**src/hdl/itp_pkg.sv**
```systemverilog
// Shared types and constants for the integer text parser.
// Used by itp_in_stage, itp_core and integer_text_parser; no dependencies.

package itp_pkg;

    localparam int CHAR_W  = 8;
    localparam int VALUE_W = 64;
    localparam int END_W   = 13;
    localparam int RADIX_W = 6;
    localparam int DIGIT_W = 6;

    localparam logic [RADIX_W-1:0] RADIX_RESET = 6'd10;

    typedef struct packed {
        logic              char_valid;
        logic [CHAR_W-1:0] char_code;
        logic              is_last;
    } char_word_t;

endpackage

```
**src/hdl/itp_in_stage.sv**
```systemverilog
// Input skid stage of the integer text parser: a head register and a skid register.
// Depends on itp_pkg for the word type.

module itp_in_stage
(
    input  logic                clk,
    input  logic                rst_n,
    input  logic                in_valid,
    output logic                in_ready,
    input  itp_pkg::char_word_t in_word,
    output logic                head_valid,
    output itp_pkg::char_word_t head_word,
    input  logic                head_take
);

    logic                head_valid_reg;
    logic                head_valid_next;
    itp_pkg::char_word_t head_word_reg;
    itp_pkg::char_word_t head_word_next;
    logic                skid_valid_reg;
    logic                skid_valid_next;
    itp_pkg::char_word_t skid_word_reg;
    itp_pkg::char_word_t skid_word_next;
    logic                accept;

    assign in_ready   = !skid_valid_reg;
    assign accept     = in_valid && in_ready;
    assign head_valid = head_valid_reg;
    assign head_word  = head_word_reg;

    always_comb
    begin
        head_valid_next = head_valid_reg;
        head_word_next  = head_word_reg;
        skid_valid_next = skid_valid_reg;
        skid_word_next  = skid_word_reg;
        if (!head_valid_reg || head_take)
        begin
            if (skid_valid_reg)
            begin
                head_valid_next = 1'b1;
                head_word_next  = skid_word_reg;
                skid_valid_next = 1'b0;
            end
            else
            begin
                head_valid_next = accept;
                head_word_next  = in_word;
            end
        end
        else if (accept)
        begin
            skid_valid_next = 1'b1;
            skid_word_next  = in_word;
        end
    end

    always_ff @(posedge clk or negedge rst_n)
    begin
        if (!rst_n)
        begin
            head_valid_reg <= 1'b0;
            skid_valid_reg <= 1'b0;
        end
        else
        begin
            head_valid_reg <= head_valid_next;
            skid_valid_reg <= skid_valid_next;
        end
    end

    always_ff @(posedge clk)
    begin
        head_word_reg <= head_word_next;
        skid_word_reg <= skid_word_next;
    end

endmodule

```
**src/hdl/itp_core.sv**
```systemverilog
// Parse state, one-character step logic and result register of the integer text parser.
// Depends on itp_pkg for widths and the word type.

module itp_core
#(
    parameter int MAX_LEN = 4096
)
(
    input  logic                          clk,
    input  logic                          rst_n,
    input  logic [itp_pkg::RADIX_W-1:0]   radix,
    input  logic                          head_valid,
    input  itp_pkg::char_word_t           head_word,
    output logic                          head_take,
    output logic                          out_valid,
    input  logic                          out_ready,
    output logic [itp_pkg::VALUE_W-1:0]   out_value,
    output logic [itp_pkg::END_W-1:0]     out_end_pos
);

    localparam int CNT_W = $clog2(MAX_LEN + 1);
    localparam logic [CNT_W-1:0] CNT_MAX = CNT_W'(MAX_LEN);

    localparam logic [2:0] PH_SPACE  = 3'd0;
    localparam logic [2:0] PH_PREFIX = 3'd1;
    localparam logic [2:0] PH_ZERO   = 3'd2;
    localparam logic [2:0] PH_DIGITS = 3'd3;
    localparam logic [2:0] PH_DONE   = 3'd4;

    localparam logic [itp_pkg::RADIX_W-1:0] BASE_OCT = 6'd8;
    localparam logic [itp_pkg::RADIX_W-1:0] BASE_DEC = 6'd10;
    localparam logic [itp_pkg::RADIX_W-1:0] BASE_HEX = 6'd16;

    logic [2:0]                    phase_reg;
    logic [2:0]                    phase_next;
    logic                          neg_reg;
    logic                          neg_next;
    logic [itp_pkg::VALUE_W-1:0]   acc_reg;
    logic [itp_pkg::VALUE_W-1:0]   acc_next;
    logic [CNT_W-1:0]              cnt_reg;
    logic [CNT_W-1:0]              cnt_next;
    logic [itp_pkg::RADIX_W-1:0]   base_reg;
    logic [itp_pkg::RADIX_W-1:0]   base_next;
    logic                          out_valid_reg;
    logic                          out_valid_next;
    logic [itp_pkg::VALUE_W-1:0]   out_value_reg;
    logic [itp_pkg::END_W-1:0]     out_end_reg;

    logic [itp_pkg::CHAR_W-1:0]    c;
    logic                          is_space;
    logic                          is_alnum;
    logic [itp_pkg::DIGIT_W-1:0]   digit;
    logic                          take_char;
    logic                          at_prefix;
    logic                          at_digits;
    logic [itp_pkg::VALUE_W-1:0]   addend;
    logic [itp_pkg::VALUE_W-1:0]   acc_step;
    logic                          step;
    logic                          emit;

    assign c = head_word.char_code;
    assign is_space = (c == 8'h20) || (c == 8'h09) || (c == 8'h0A) || (c == 8'h0D)
        || (c == 8'h0C) || (c == 8'h0B);

    always_comb
    begin
        is_alnum = 1'b1;
        digit    = '0;
        if (c >= 8'h30 && c <= 8'h39)
        begin
            digit = 6'(c - 8'h30);
        end
        else if (c >= 8'h61 && c <= 8'h7A)
        begin
            digit = 6'(c - 8'h57);
        end
        else if (c >= 8'h41 && c <= 8'h5A)
        begin
            digit = 6'(c - 8'h37);
        end
        else
        begin
            is_alnum = 1'b0;
        end
    end

    assign head_take = !head_word.is_last || !out_valid_reg || out_ready;
    assign step      = head_valid && head_take;
    assign emit      = step && head_word.is_last;

    // The sign is known before any digit, so a negative number is accumulated
    // downward and needs no negation at the end.
    assign addend   = neg_next ? (64'd0 - 64'(digit)) : 64'(digit);
    assign acc_step = 64'(acc_reg * {{(itp_pkg::VALUE_W - itp_pkg::RADIX_W){1'b0}}, base_next})
        + addend;

    always_comb
    begin
        phase_next = phase_reg;
        neg_next   = neg_reg;
        base_next  = base_reg;
        acc_next   = acc_reg;
        take_char  = 1'b0;
        at_prefix  = 1'b0;
        at_digits  = 1'b0;
        if (head_word.char_valid)
        begin
            if (phase_reg == PH_SPACE)
            begin
                if (is_space)
                begin
                    take_char = 1'b1;
                end
                else if (c == 8'h2B || c == 8'h2D)
                begin
                    neg_next   = (c == 8'h2D);
                    take_char  = 1'b1;
                    phase_next = PH_PREFIX;
                end
                else
                begin
                    at_prefix = 1'b1;
                end
            end
            if (phase_reg == PH_PREFIX || at_prefix)
            begin
                if (radix == '0 && c == 8'h30)
                begin
                    take_char  = 1'b1;
                    phase_next = PH_ZERO;
                end
                else
                begin
                    base_next = (radix == '0) ? BASE_DEC : radix;
                    at_digits = 1'b1;
                end
            end
            if (phase_reg == PH_ZERO)
            begin
                if (c == 8'h78 || c == 8'h58)
                begin
                    base_next  = BASE_HEX;
                    take_char  = 1'b1;
                    phase_next = PH_DIGITS;
                end
                else
                begin
                    base_next = BASE_OCT;
                    at_digits = 1'b1;
                end
            end
            if (phase_reg == PH_DIGITS || at_digits)
            begin
                if (!is_alnum || digit >= base_next)
                begin
                    phase_next = PH_DONE;
                end
                else
                begin
                    acc_next   = acc_step;
                    take_char  = 1'b1;
                    phase_next = PH_DIGITS;
                end
            end
        end
        cnt_next = (take_char && cnt_reg < CNT_MAX) ? cnt_reg + 1'b1 : cnt_reg;
    end

    assign out_valid_next = emit ? 1'b1 : (out_valid_reg && !out_ready);

    always_ff @(posedge clk or negedge rst_n)
    begin
        if (!rst_n)
        begin
            phase_reg     <= PH_SPACE;
            neg_reg       <= 1'b0;
            acc_reg       <= '0;
            cnt_reg       <= '0;
            base_reg      <= '0;
            out_valid_reg <= 1'b0;
        end
        else
        begin
            out_valid_reg <= out_valid_next;
            if (emit)
            begin
                phase_reg <= PH_SPACE;
                neg_reg   <= 1'b0;
                acc_reg   <= '0;
                cnt_reg   <= '0;
                base_reg  <= '0;
            end
            else if (step)
            begin
                phase_reg <= phase_next;
                neg_reg   <= neg_next;
                acc_reg   <= acc_next;
                cnt_reg   <= cnt_next;
                base_reg  <= base_next;
            end
        end
    end

    always_ff @(posedge clk)
    begin
        if (emit)
        begin
            out_value_reg <= acc_next;
            out_end_reg   <= itp_pkg::END_W'(cnt_next);
        end
    end

    assign out_valid   = out_valid_reg;
    assign out_value   = out_value_reg;
    assign out_end_pos = out_end_reg;

endmodule

```
**src/hdl/integer_text_parser.sv**
```systemverilog
// Integer text parser: one character per word in, one signed 64-bit value per string out.
// A last word passes the head register, then the result register raises m_axis_tvalid.
// Throughput: one word per cycle; a last word waits only while an earlier result is unread.
// Reset (rst_n, asynchronous): radix returns to 10 and the parse state to skipping spaces.
// Depends on itp_pkg, itp_in_stage and itp_core.

module integer_text_parser
#(
    parameter int MAX_LEN = 4096
)
(
    input  logic        clk,
    input  logic        rst_n,
    input  logic        cfg_wr_en,
    input  logic [5:0]  cfg_wr_data,    // radix
    input  logic        s_axis_tvalid,
    output logic        s_axis_tready,
    input  logic [7:0]  s_axis_tdata,   // char_code
    input  logic [0:0]  s_axis_tuser,   // char_valid
    input  logic        s_axis_tlast,
    output logic        m_axis_tvalid,
    input  logic        m_axis_tready,
    output logic [79:0] m_axis_tdata,   // value[63:0], end_position[76:64], zeros
    output logic        m_axis_tlast
);

    logic [itp_pkg::RADIX_W-1:0] radix_reg;
    itp_pkg::char_word_t         in_word;
    itp_pkg::char_word_t         head_word;
    logic                        head_valid;
    logic                        head_take;
    logic [itp_pkg::VALUE_W-1:0] out_value;
    logic [itp_pkg::END_W-1:0]   out_end_pos;

    always_ff @(posedge clk or negedge rst_n)
    begin
        if (!rst_n)
        begin
            radix_reg <= itp_pkg::RADIX_RESET;
        end
        else if (cfg_wr_en)
        begin
            radix_reg <= cfg_wr_data;
        end
    end

    assign in_word.char_valid = s_axis_tuser[0];
    assign in_word.char_code  = s_axis_tdata;
    assign in_word.is_last    = s_axis_tlast;

    itp_in_stage u_in_stage
    (
        .clk        (clk),
        .rst_n      (rst_n),
        .in_valid   (s_axis_tvalid),
        .in_ready   (s_axis_tready),
        .in_word    (in_word),
        .head_valid (head_valid),
        .head_word  (head_word),
        .head_take  (head_take)
    );

    itp_core
    #(
        .MAX_LEN (MAX_LEN)
    )
    u_core
    (
        .clk         (clk),
        .rst_n       (rst_n),
        .radix       (radix_reg),
        .head_valid  (head_valid),
        .head_word   (head_word),
        .head_take   (head_take),
        .out_valid   (m_axis_tvalid),
        .out_ready   (m_axis_tready),
        .out_value   (out_value),
        .out_end_pos (out_end_pos)
    );

    assign m_axis_tdata = {3'b000, out_end_pos, out_value};
    assign m_axis_tlast = 1'b1;

`ifndef SYNTHESIS
    // The skid register only fills behind a held head word.
    assert property (@(posedge clk) disable iff (!rst_n)
        !s_axis_tready |-> head_valid)
        else $error("skid register full while head register is empty");

    // A new result appears only after a last word left the head register.
    assert property (@(posedge clk) disable iff (!rst_n)
        (m_axis_tvalid && !$past(m_axis_tvalid && !m_axis_tready))
            |-> $past(head_valid && head_take && head_word.is_last))
        else $error("result without a last word");

    // The reported end position never passes the saturation limit.
    assert property (@(posedge clk) disable iff (!rst_n)
        m_axis_tvalid |-> (MAX_LEN > 8191) || (int'(m_axis_tdata[76:64]) <= MAX_LEN))
        else $error("end position beyond limit");
`endif

endmodule
```
**config.mk**
```make
export PLATFORM = sky130hd
export DESIGN_NAME = integer_text_parser
export DESIGN_NICKNAME = d
export VERILOG_FILES = /design/src/hdl/itp_pkg.sv /design/src/hdl/itp_in_stage.sv /design/src/hdl/itp_core.sv /design/src/hdl/integer_text_parser.sv
export SDC_FILE = /design/constraint.sdc
export NUM_CORES = 1
export LEC_CHECK = 0
export BUFFER_PORTS_ARGS = -buffer_cell sky130_fd_sc_hd__buf_4
export CORE_ASPECT_RATIO = 1.5
export CORE_MARGIN = 1
export CORE_UTILIZATION = 60
export DETAILED_ROUTE_END_ITERATION = 10
export PLACE_DENSITY = 0.86
export SYNTH_ARGS = -nofsm -noshare
export SYNTH_HDL_FRONTEND = slang
export SYNTH_SLANG_ARGS = --single-unit
export TNS_END_PERCENT = 1
```
**constraint.sdc**
```tcl
create_clock -name clk -period 11.7 [get_ports clk]
set_input_delay 2.34 -clock clk [delete_from_list [all_inputs] [get_ports clk]]
set_output_delay 2.34 -clock clk [all_outputs]
set_load 0.02 [all_outputs]
```
==> results of run 1 <==
==> layout make-up <==
type | count | share of cell area (%)
tap | 478 | 2.542
clock inverter | 15 | 0.7817
inverter | 295 | 4.712
multi-input combinational | 1669 | 63.85
sequential | 193 | 22.60
clock buffer | 17 | 1.808
timing repair buffer | 116 | 3.701
==> cells in the final DEF, fill, tap and decap left out, types with 8 or more instances in the layout <==
cell,netlist,layout
nor2_1,58,56
nand3_1,25,24
dfrtp_1,94,94
and3_1,9,8
o31ai_1,11,11
nand2_1,221,220
buf_4,6,116
xnor2_1,53,53
and2_1,166,166
o21ai_0,106,106
fa_1,297,297
a21o_1,42,42
nor3_1,12,12
edfxtp_1,97,97
a21oi_1,94,94
ha_1,89,89
a211oi_1,8,8
a22o_1,57,57
mux2i_1,9,8
a31oi_1,10,10
nand2b_1,20,20
inv_1,295,294
mux2_2,24,24
xor2_1,30,30
o21bai_1,15,15
o21a_1,10,9
nor2b_1,179,179
nand4_1,21,21
clkbuf_16,0,17
==> metal layers <==
layer	share of wire, %	track usage, %	vias up
met5	0	0	-
met4	7.2	22.30	0
met3	5.7	3.756	241
met2	52	56.88	739
met1	35	36.57	8373
li1	-	-	7431
==> critical path, delay by kind of cell, from the launching register on <==
family | cells | cell delay [ns]
fa+ha+maj | 6 | 2.71
simple gates | 8 | 2.12
flops | 1 | 0.53
buf+inv | 4 | 0.32
compound gates | 11 | 3.50
==> worst max-delay path by stage <==
stage,cells past startpoint,end
6_report,29,u_core.out_value[55]$_DFFE_PP_
5_1_grt,29,u_core.out_value[55]$_DFFE_PP_
4_1_cts,25,u_core.out_value[50]$_DFFE_PP_
3_5_place_dp,28,u_core.out_value[50]$_DFFE_PP_
3_3_place_gp,27,u_core.out_value[55]$_DFFE_PP_
2_1_floorplan,26,u_core.out_value[50]$_DFFE_PP_
==> cells by family after synthesis <==
group | count (synthesis)
multiplexers | 34
AO/OA/AOI/OAI | 406
AND/OR/NAND/NOR | 755
flip-flops | 193
XOR/XNOR | 84
buffers and inverters | 400
other | 2
adder cells (fa/ha/maj) | 386
==> where the power goes <==
group          switching (mW)  internal (mW)  leakage (nW)
registers              0.0520          0.761          2.25
clock network           0.324          0.291         0.296
logic                   0.457          0.192          8.79
==> flow_metrics.py, run 1 <==
metrics = {
    "global_route": {
        "grt-ovfl-total": 0,
        "track_usage_pct": 32.52,
        "grt_pass1_wl_um": 92200,
        "grt_max_degree": 87,
        "grt_pass1_vias": 17970,
        "antenna_found_initial": 1,
    },
    "critical_path": {
        "timing.rr.start": "u_in_stage.head_word[1]$_DFFE_PN_",
        "worstPathRequired_ns": 11.93,
        "worstReg2RegEnd": "u_core.out_value[55]$_DFFE_PP_",
        "critPathArrivalTime_ns": 9.66,
        "setup.worst_path.start": "u_in_stage.head_word[1]$_DFFE_PN_",
        "worstSetupStartpointType": "flop",
        "crit_fanout": 33,
        "reg2reg_depth": 29,
        "worst_setup_path_end_kind": "flop",
        "cp_slowest_stage_delay_ns": 0.55,
        "rrSetupSlack_ns": 2.28,
        "cp_slowest_cell": "fa_1",
        "worstSetupPathType": "flop to flop",
    },
    "routing": {
        "drt-total-wl_um": 56850,
        "drc": 0,
        "antenna_left": 0,
        "drtPass1Iterations": 6,
        "routed_via_density": 6.031,
        "drt_iter0_drc": 1163,
        "vias": 16780,
        "post_drt_wl_per_cell_um": 20.43,
    },
    "sta": {
        "fmax_mhz": 106.1,
        "fin_worst_skew_ns": 0.01874,
        "finalHoldWorstSlack_ns": 0.5412,
        "min_period_ns": 9.423,
        "tightest_slew_ns": 1.148,
        "setup_tns_ns": 0,
        "fin_ws_ns": 2.277,
        "rsz0062_at_grt": "no",
        "hold_viol": 0,
        "relSlewSlack_pct": 22.51,
        "setup_viol": 0,
        "layout_worst_path_cycle_share_pct": 80.54,
        "maxSlewViolCount": 0,
    },
    "floorplan": {
        "dieArea_mm2": 0.03714,
        "ios": 104,
        "start_util_pct": 60.87,
        "std_cell_rows": 85,
        "die_h_um": 235.5,
        "die_w_um": 157.7,
        "core_area_mm2": 0.03584,
    },
    "yosys": {
        "yosysSeqAreaShare_pct": 24.37,
        "yosysWarnings": 0,
        "syn_avg_cell_area_um2": 9.654,
        "syn-cell-area_mm2": 0.02182,
        "yosysMostFrequentCell": "fa_1",
        "ys_ff_latch": 193,
        "synth_top_cell_area_share_pct": 27.25,
        "synth_common_cells": "297 x fa_1, 295 x inv_1, 221 x nand2_1",
        "synth-simple-area-share_pct": 18.60,
        "ys_types": 79,
        "synth_adder_area_share_pct": 32.36,
        "synth_top_family_by_area": "adder cells",
        "async_flop_share_pct": 49.74,
        "synth_xor_area_share_pct": 3.441,
        "postSynthCellCount": 2260,
        "synthFlopType": "edfxtp_1",
        "synth_compound_area_share_pct": 12.39,
        "synth_enable_flop_cells": 97,
        "synthTopCellsByArea": "fa_1 27%, edfxtp_1 13%, dfrtp_1 11%, nor2b_1 5.1%, ha_1 5.1%",
        "synth_top_area_cell": "fa_1",
        "muxShareOfSynthArea_pct": 1.755,
    },
    "place": {
        "place_inst": 2751,
        "place.detailed.hpwl_um": 42460,
        "io_buffers": 99,
        "gp_congestion": 0.9787,
        "pre_cts_ws_ns": 2.472,
        "place_area_mm2": 0.02292,
    },
    "clock_tree": {
        "holdBufCountCts": 0,
        "numCtsBuffers": 17,
        "path_clk_slew_ns": 0.08,
        "cts.sinks": 193,
        "post_cts_buffers": 0,
        "cts_tree": "built",
        "clkLatencyLatePin_ns": 0.48,
        "cts_max_level": 4,
        "ctsResizeCount": 0,
        "cts_buffer_depth": 2,
        "cts_root_buf": "clkbuf_16",
    },
    "power_and_ir_drop": {
        "peakVddDrop_mv": 0.08552,
        "cellPowerDensity_mw_per_mm2": 88.22,
        "power_leakage_nw": 11.34,
        "p_total_mw": 2.076,
    },
    "layout": {
        "fin_nets": 2699,
        "fin_area_mm2": 0.02353,
        "stdcell_count": 2783,
        "multi_input_area_mm2": 0.01502,
        "finalCoreUtilization_pct": 65.65,
        "synthToLayoutAreaGrowth_pct": 7.840,
        "fill_cells": 2756,
        "seq_area_mm2": 0.005318,
        "antenna_cells": 0,
        "layout-drive-gt1-share_pct": 8.937,
    },
    "hold_path": {
        "whs_path_depth": 2,
        "hold_start": "u_core.base_reg[5]$_DFFE_PN0P_",
        "min_to": "u_core.base_reg[5]$_DFFE_PN0P_",
        "hold_path_class": "flop to flop",
    },
    "run_status": {
        "status": "complete, no violations",
    },
    "flow_run": {
        "drv_cap": 0,
    },
}
(Power assumes the default switching activity.)
==> run 2: changes to the inputs <==
ABC_AREA = 1   (was default)
clock period = 9.3 ns   (was 11.7 ns; I/O delays follow)
==> flow_metrics.py, run 2 <==
metrics = {
    "yosys": {
        "yosysSeqAreaShare_pct": 24.43,
        "syn_avg_cell_area_um2": 8.086,
        "synth_common_cells": "536 x inv_1, 470 x nand2_1, 459 x nor2_1",
        "synth_enable_flop_cells": 97,
        "syn-cell-area_mm2": 0.02177,
        "async_flop_share_pct": 49.74,
        "synthFlopType": "edfxtp_1",
        "ys_ff_latch": 193,
        "ys_types": 59,
        "synthTopCellsByArea": "fa_1 27%, edfxtp_1 13%, dfrtp_1 11%, inv_1 9.2%, nand2_1 8.1%",
        "postSynthCellCount": 2692,
        "synth_top_area_cell": "fa_1",
        "synth_top_cell_area_share_pct": 27.32,
        "yosysWarnings": 0,
        "yosysMostFrequentCell": "inv_1",
    },
    "routing": {
        "drt_iter0_drc": 1426,
        "routed_via_density": 5.799,
        "antenna_left": 0,
        "drt-total-wl_um": 63280,
        "vias": 18840,
        "post_drt_wl_per_cell_um": 19.48,
        "drtPass1Iterations": 8,
        "drc": 0,
    },
    "clock_tree": {
        "path_clk_slew_ns": 0.09,
        "cts_root_buf": "clkbuf_16",
        "cts.sinks": 193,
        "cts_buffer_depth": 2,
        "clkLatencyLatePin_ns": 0.49,
        "numCtsBuffers": 17,
        "post_cts_buffers": 0,
        "cts_tree": "built",
        "cts_max_level": 4,
        "ctsResizeCount": 0,
        "holdBufCountCts": 0,
    },
    "sta": {
        "rsz0062_at_grt": "no",
        "fmax_mhz": 115.9,
        "setup_tns_ns": 0,
        "layout_worst_path_cycle_share_pct": 92.75,
        "maxSlewViolCount": 0,
        "hold_viol": 0,
        "relSlewSlack_pct": 31.46,
        "fin_worst_skew_ns": 0.01269,
        "setup_viol": 0,
        "tightest_slew_ns": 1.028,
        "min_period_ns": 8.626,
        "fin_ws_ns": 0.6738,
    },
    "flow_run": {
        "drv_cap": 0,
    },
    "global_route": {
        "grtUsageMet1_pct": 38.46,
        "use_met3_pct": 5.983,
        "grt_max_degree": 88,
        "grt_pass1_wl_um": 101400,
        "busiest_layer": "met2",
        "track_usage_pct": 36.05,
        "grt_pass1_vias": 20050,
        "grt-ovfl-total": 0,
        "antenna_found_initial": 0,
        "met2_usage_pct": 62.79,
    },
    "floorplan": {
        "core_area_mm2": 0.03584,
        "start_util_pct": 60.73,
        "ios": 104,
        "die_h_um": 235.3,
        "dieArea_mm2": 0.03706,
        "die_w_um": 157.5,
        "std_cell_rows": 85,
    },
    "place": {
        "pre_cts_ws_ns": 0.9703,
        "place.detailed.hpwl_um": 48260,
        "io_buffers": 99,
        "gp_congestion": 0.9922,
    },
    "layout": {
        "fin_nets": 3165,
        "antenna_cells": 0,
        "final_cell_mix": "534 x inv_1, 467 x nand2_1, 458 x nor2_1, 297 x fa_1, 135 x o21ai_0",
        "finalCoreUtilization_pct": 65.89,
        "layout-drive-gt1-share_pct": 7.542,
        "layout_commonest_cell": "inv_1",
        "synthToLayoutAreaGrowth_pct": 8.484,
    },
    "critical_path": {
        "worstPathRequired_ns": 9.49,
        "worst_setup_path_end_kind": "flop",
        "cp_common_cell": "nand2_1",
        "cpLargestDelayFamily": "adder cells",
        "cp_slowest_stage_delay_ns": 0.63,
        "cp_num_buf_inv": 6,
        "crit_fanout": 23,
        "worstSetupStartpointType": "flop",
        "cp_slowest_cell": "fa_1",
        "critPathArrivalTime_ns": 8.82,
        "worstSetupPathType": "flop to flop",
    },
    "run_status": {
        "status": "complete, no violations",
    },
    "power_and_ir_drop": {
        "cellPowerDensity_mw_per_mm2": 215.7,
        "power_leakage_nw": 12.03,
        "peakVddDrop_mv": 0.1413,
    },
    "hold_path": {
        "hold_path_class": "flop to flop",
    },
}
## run 2: stage by stage
stage	instance area (um2)	hold slack [ns]	power, mW	cells
2_1_floorplan	21770	0.4490	3.300	2694
3_3_place_gp	22970	0.4623	4.117	3217
3_5_place_dp	22970	0.4697	4.211	3217
4_1_cts	23610	0.4931	5.055	3249
5_1_grt	23610	0.5364	5.451	3249
6_report	23610	0.4980	5.094	3249
## run 2: per-layer routing
layer | share of wire (%) | vias up
met3 | 6.7 | 319
met1 | 34 | 9154
met4 | 8.3 | 0
met5 | 0 | -
li1 | - | 8405
met2 | 51 | 963
## run 2: worst reg2reg max path, delay by kind of cell, from the launching register on
family / cells / cell delay [ns]
flip-flops: 1 / 0.45
AND/OR/NAND/NOR: 14 / 1.97
adder cells (fa/ha/maj): 6 / 2.79
buffers and inverters: 6 / 0.82
AO/OA/AOI/OAI: 9 / 2.29
## run 2: cells by family (layout without fill, tap and decap cells)
family          Yosys count  count (layout)  share of synthesized area, %
compound gates          358             358                         9.525
xor+xnor                 71              71                         2.857
fa+ha+maj               386             386                         32.43
buf+inv                 618             695                         10.88
flops                   193             193                         24.43
mux                       2               2                       0.09772
other cells               2               4                       0.03450
simple gates           1062            1062                         19.74
## run 2: path summary, 6_finish.rpt
path,end,cells after the start,startpoint,slack (ns)
worst max register to register,u_core.out_value[48]$_DFFE_PP_,35,u_in_stage.head_word[2]$_DFFE_PN_,0.67
worst max-delay path,u_core.out_value[48]$_DFFE_PP_,35,u_in_stage.head_word[2]$_DFFE_PN_,0.67
worst min register to register,u_core.acc_reg[40]$_DFFE_PN0P_,2,u_core.acc_reg[40]$_DFFE_PN0P_,0.50
worst min-delay path,u_core.acc_reg[40]$_DFFE_PN0P_,2,u_core.acc_reg[40]$_DFFE_PN0P_,0.50
max in group asynchronous,u_core.out_valid$_DFF_PN0_,2,rst_n,6.60
min in group asynchronous,u_core.acc_reg[18]$_DFFE_PN0P_,1,rst_n,1.31
## run 2: where the power goes
part | switching, mW | internal (mW) | total [mW]
Sequential | 0.112 | 1.07 | 1.18
Combinational | 2.11 | 0.980 | 3.09
Clock | 0.440 | 0.377 | 0.817
Total | 2.67 | 2.43 | 5.09
## run 2: final cells by class
class	instances	area [um2]
fillers	2943	12230
clock inverters	15	217.7
well taps	478	598.1
repair buffers	119	905.9
clock buffers	17	425.4
multi-input cells	1883	14100
flip-flops and latches	193	5318
inverters	544	2046
==> run 3: changes to the inputs <==
GPL_TIMING_DRIVEN = 0   (was default)
SLEW_MARGIN = 15   (was default)
SYNTH_HIERARCHICAL = 1   (was default)
==> flow_metrics.py, run 3 <==
metrics = {
    "sta": {
        "layout_worst_path_cycle_share_pct": 97.27,
        "relSlewSlack_pct": 25.07,
        "setup_tns_ns": 0,
        "fin_worst_skew_ns": 0.02074,
        "maxSlewViolCount": 0,
        "fmax_mhz": 110.5,
        "setup_viol": 0,
        "hold_viol": 0,
        "min_period_ns": 9.046,
        "tightest_slew_ns": 1.112,
        "rsz0062_at_grt": "no",
    },
    "yosys": {
        "syn-cell-area_mm2": 0.02175,
        "yosysWarnings": 6,
        "yosysMostFrequentCell": "inv_1",
        "synth_top_area_cell": "fa_1",
        "synth_top_cell_area_share_pct": 27.34,
        "postSynthCellCount": 2641,
        "synth_common_cells": "519 x inv_1, 439 x nand2_1, 429 x nor2_1",
        "yosysSeqAreaShare_pct": 24.45,
        "ys_ff_latch": 193,
        "syn_avg_cell_area_um2": 8.235,
        "synthFlopType": "edfxtp_1",
        "synth_enable_flop_cells": 97,
        "synthTopCellsByArea": "fa_1 27%, edfxtp_1 13%, dfrtp_1 11%, inv_1 9.0%, nand2_1 7.6%",
        "async_flop_share_pct": 49.74,
        "ys_types": 59,
    },
    "power_and_ir_drop": {
        "power_leakage_nw": 12.22,
        "peakVddDrop_mv": 0.1726,
        "cellPowerDensity_mw_per_mm2": 252.2,
        "p_total_mw": 6.006,
    },
    "run_status": {
        "violations": "design-rule violations",
        "status": "finished with violations",
    },
    "clock_tree": {
        "numCtsBuffers": 17,
        "cts_max_level": 4,
        "cts_root_buf": "clkbuf_16",
        "cts_buffer_depth": 2,
        "cts.sinks": 193,
        "clkLatencyLatePin_ns": 0.48,
        "path_clk_slew_ns": 0.10,
        "holdBufCountCts": 0,
        "cts_tree": "built",
    },
    "layout": {
        "final_cell_mix": "518 x inv_1, 439 x nand2_1, 429 x nor2_1, 297 x fa_1, 129 x o21ai_0",
        "layout_commonest_cell": "inv_1",
        "fin_nets": 3169,
        "synthToLayoutAreaGrowth_pct": 9.498,
        "antenna_cells": 0,
        "layout-drive-gt1-share_pct": 8.177,
    },
    "floorplan": {
        "std_cell_rows": 85,
        "core_area_mm2": 0.03584,
        "ios": 104,
        "dieArea_mm2": 0.03703,
        "start_util_pct": 60.68,
        "die_w_um": 157.5,
        "die_h_um": 235.2,
    },
    "global_route": {
        "grt_pass1_wl_um": 104300,
        "grt_pass1_vias": 19660,
        "grt-ovfl-total": 0,
        "grtUsageMet1_pct": 41.56,
        "busiest_layer": "met2",
        "antenna_found_initial": 0,
        "use_met3_pct": 5.707,
        "track_usage_pct": 38.07,
        "grt_max_degree": 97,
        "met2_usage_pct": 63.88,
    },
    "hold_path": {
        "whs_path_depth": 2,
        "hold_path_class": "flop to flop",
    },
    "routing": {
        "drc": 2,
        "drt_iter0_drc": 1576,
        "antenna_left": 0,
        "post_drt_wl_per_cell_um": 20.68,
        "drt-total-wl_um": 67290,
        "routed_via_density": 5.809,
        "vias": 18900,
        "drtPass1Iterations": 9,
    },
    "flow_run": {
        "drv_cap": 0,
    },
    "critical_path": {
        "worstPathRequired_ns": 9.65,
        "critPathArrivalTime_ns": 9.39,
        "worstSetupStartpointType": "flop",
        "crit_fanout": 10,
        "cp_slowest_cell": "clkbuf_1",
        "reg2reg_depth": 33,
        "cp_common_cell": "nand2_1",
        "worstSetupPathType": "flop to flop",
        "cp_slowest_stage_delay_ns": 0.75,
        "worst_setup_path_end_kind": "flop",
    },
    "place": {
        "gp_congestion": 1.009,
        "io_buffers": 99,
        "place.detailed.hpwl_um": 53030,
    },
}
==> run 3: changes by cell type after synthesis, moves of 6 or more <==
cell      before  now
nand2_1      470  439
nor2_1       459  429
inv_1        536  519
a21o_1         2   12
clkbuf_1      49   42
mux2i_1        1    8
nand4_1       11    5
nor4_1         6   12
o21ai_0      135  129
==> run 3: worst paths after layout <==
kind / slack, ns / start / end
worst max-delay path: 0.25 / u_in_stage/head_word[2]$_DFFE_PP_ / u_core/acc_reg[45]$_DFFE_PN0P_
worst min-delay path: 0.48 / radix_reg[2]$_DFFE_PN0P_ / radix_reg[2]$_DFFE_PN0P_
worst max register to register: 0.25 / u_in_stage/head_word[2]$_DFFE_PP_ / u_core/acc_reg[45]$_DFFE_PN0P_
worst min register to register: 0.48 / radix_reg[2]$_DFFE_PN0P_ / radix_reg[2]$_DFFE_PN0P_
max in group asynchronous: 7.06 / rst_n / u_core/acc_reg[16]$_DFFE_PN0P_
min in group asynchronous: 1.51 / rst_n / u_in_stage/head_valid$_DFFE_PN0P_
==> run 3: cell families after synthesis <==
logic type | synth area share [%]
multiplexers | 0.3682
adder cells (fa/ha/maj) | 32.40
flip-flops | 24.45
AND/OR/NAND/NOR | 19.30
AO/OA/AOI/OAI | 9.458
XOR/XNOR | 3.170
buffers and inverters | 10.82
other | 0.03453
==> run 3: routing by layer <==
| metal | vias up | wire, um |
|---|---|---|
| li1 | 8406 | - |
| met1 | 9189 | 22420 |
| met2 | 967 | 33620 |
| met3 | 342 | 4500 |
| met4 | 0 | 6753 |
| met5 | - | 0 |
==> run 3: timing repair <==
item	4_1_cts	5_1_grt
resized for setup	0	12
buffers inserted	0	0
setup endpoints to repair	0	4
==> run 3: layout make-up <==
type	count	area (um2)
multi-input combinational	1843	14090
fill	2976	12030
inverter	535	2011
tap	478	598.1
clock buffer	17	425.4
sequential	193	5318
clock inverter	15	227.7
timing repair buffer	101	794.5
buffer	72	350.3
==> run 3: metrics by stage <==
stage,std cells,cell area (um2),utilization (%),setup WS (ns),hold slack [ns]
floorplan,2643,21760,-,2.902,0.4416
global placement,3220,23100,64.44,0.4224,0.4518
detailed placement,3222,23160,64.61,0.3997,0.4698
CTS,3254,23810,66.43,0.3675,0.4862
global route,3254,23810,66.44,0.05570,0.4986
finish,3254,23810,66.44,0.2538,0.4817
==> run 3: report_power, final <==
| group | total, mW | switching (mW) | leakage [nW] | internal, mW |
|---|---|---|---|---|
| Sequential | 1.21 | 0.0914 | 2.24 | 1.12 |
| Clock | 0.825 | 0.440 | 0.315 | 0.385 |
| Combinational | 3.97 | 2.71 | 9.67 | 1.26 |
| Total | 6.01 | 3.24 | 12.2 | 2.76 |
==> run 3: critical path: cells and delay by family (launching register included) <==
kind	cells	cell delay, ns
adder cells (fa/ha/maj)	6	2.78
AND/OR/NAND/NOR	14	2.76
AO/OA/AOI/OAI	7	1.35
buffers and inverters	5	1.09
flip-flops	1	0.50
XOR/XNOR	1	0.43
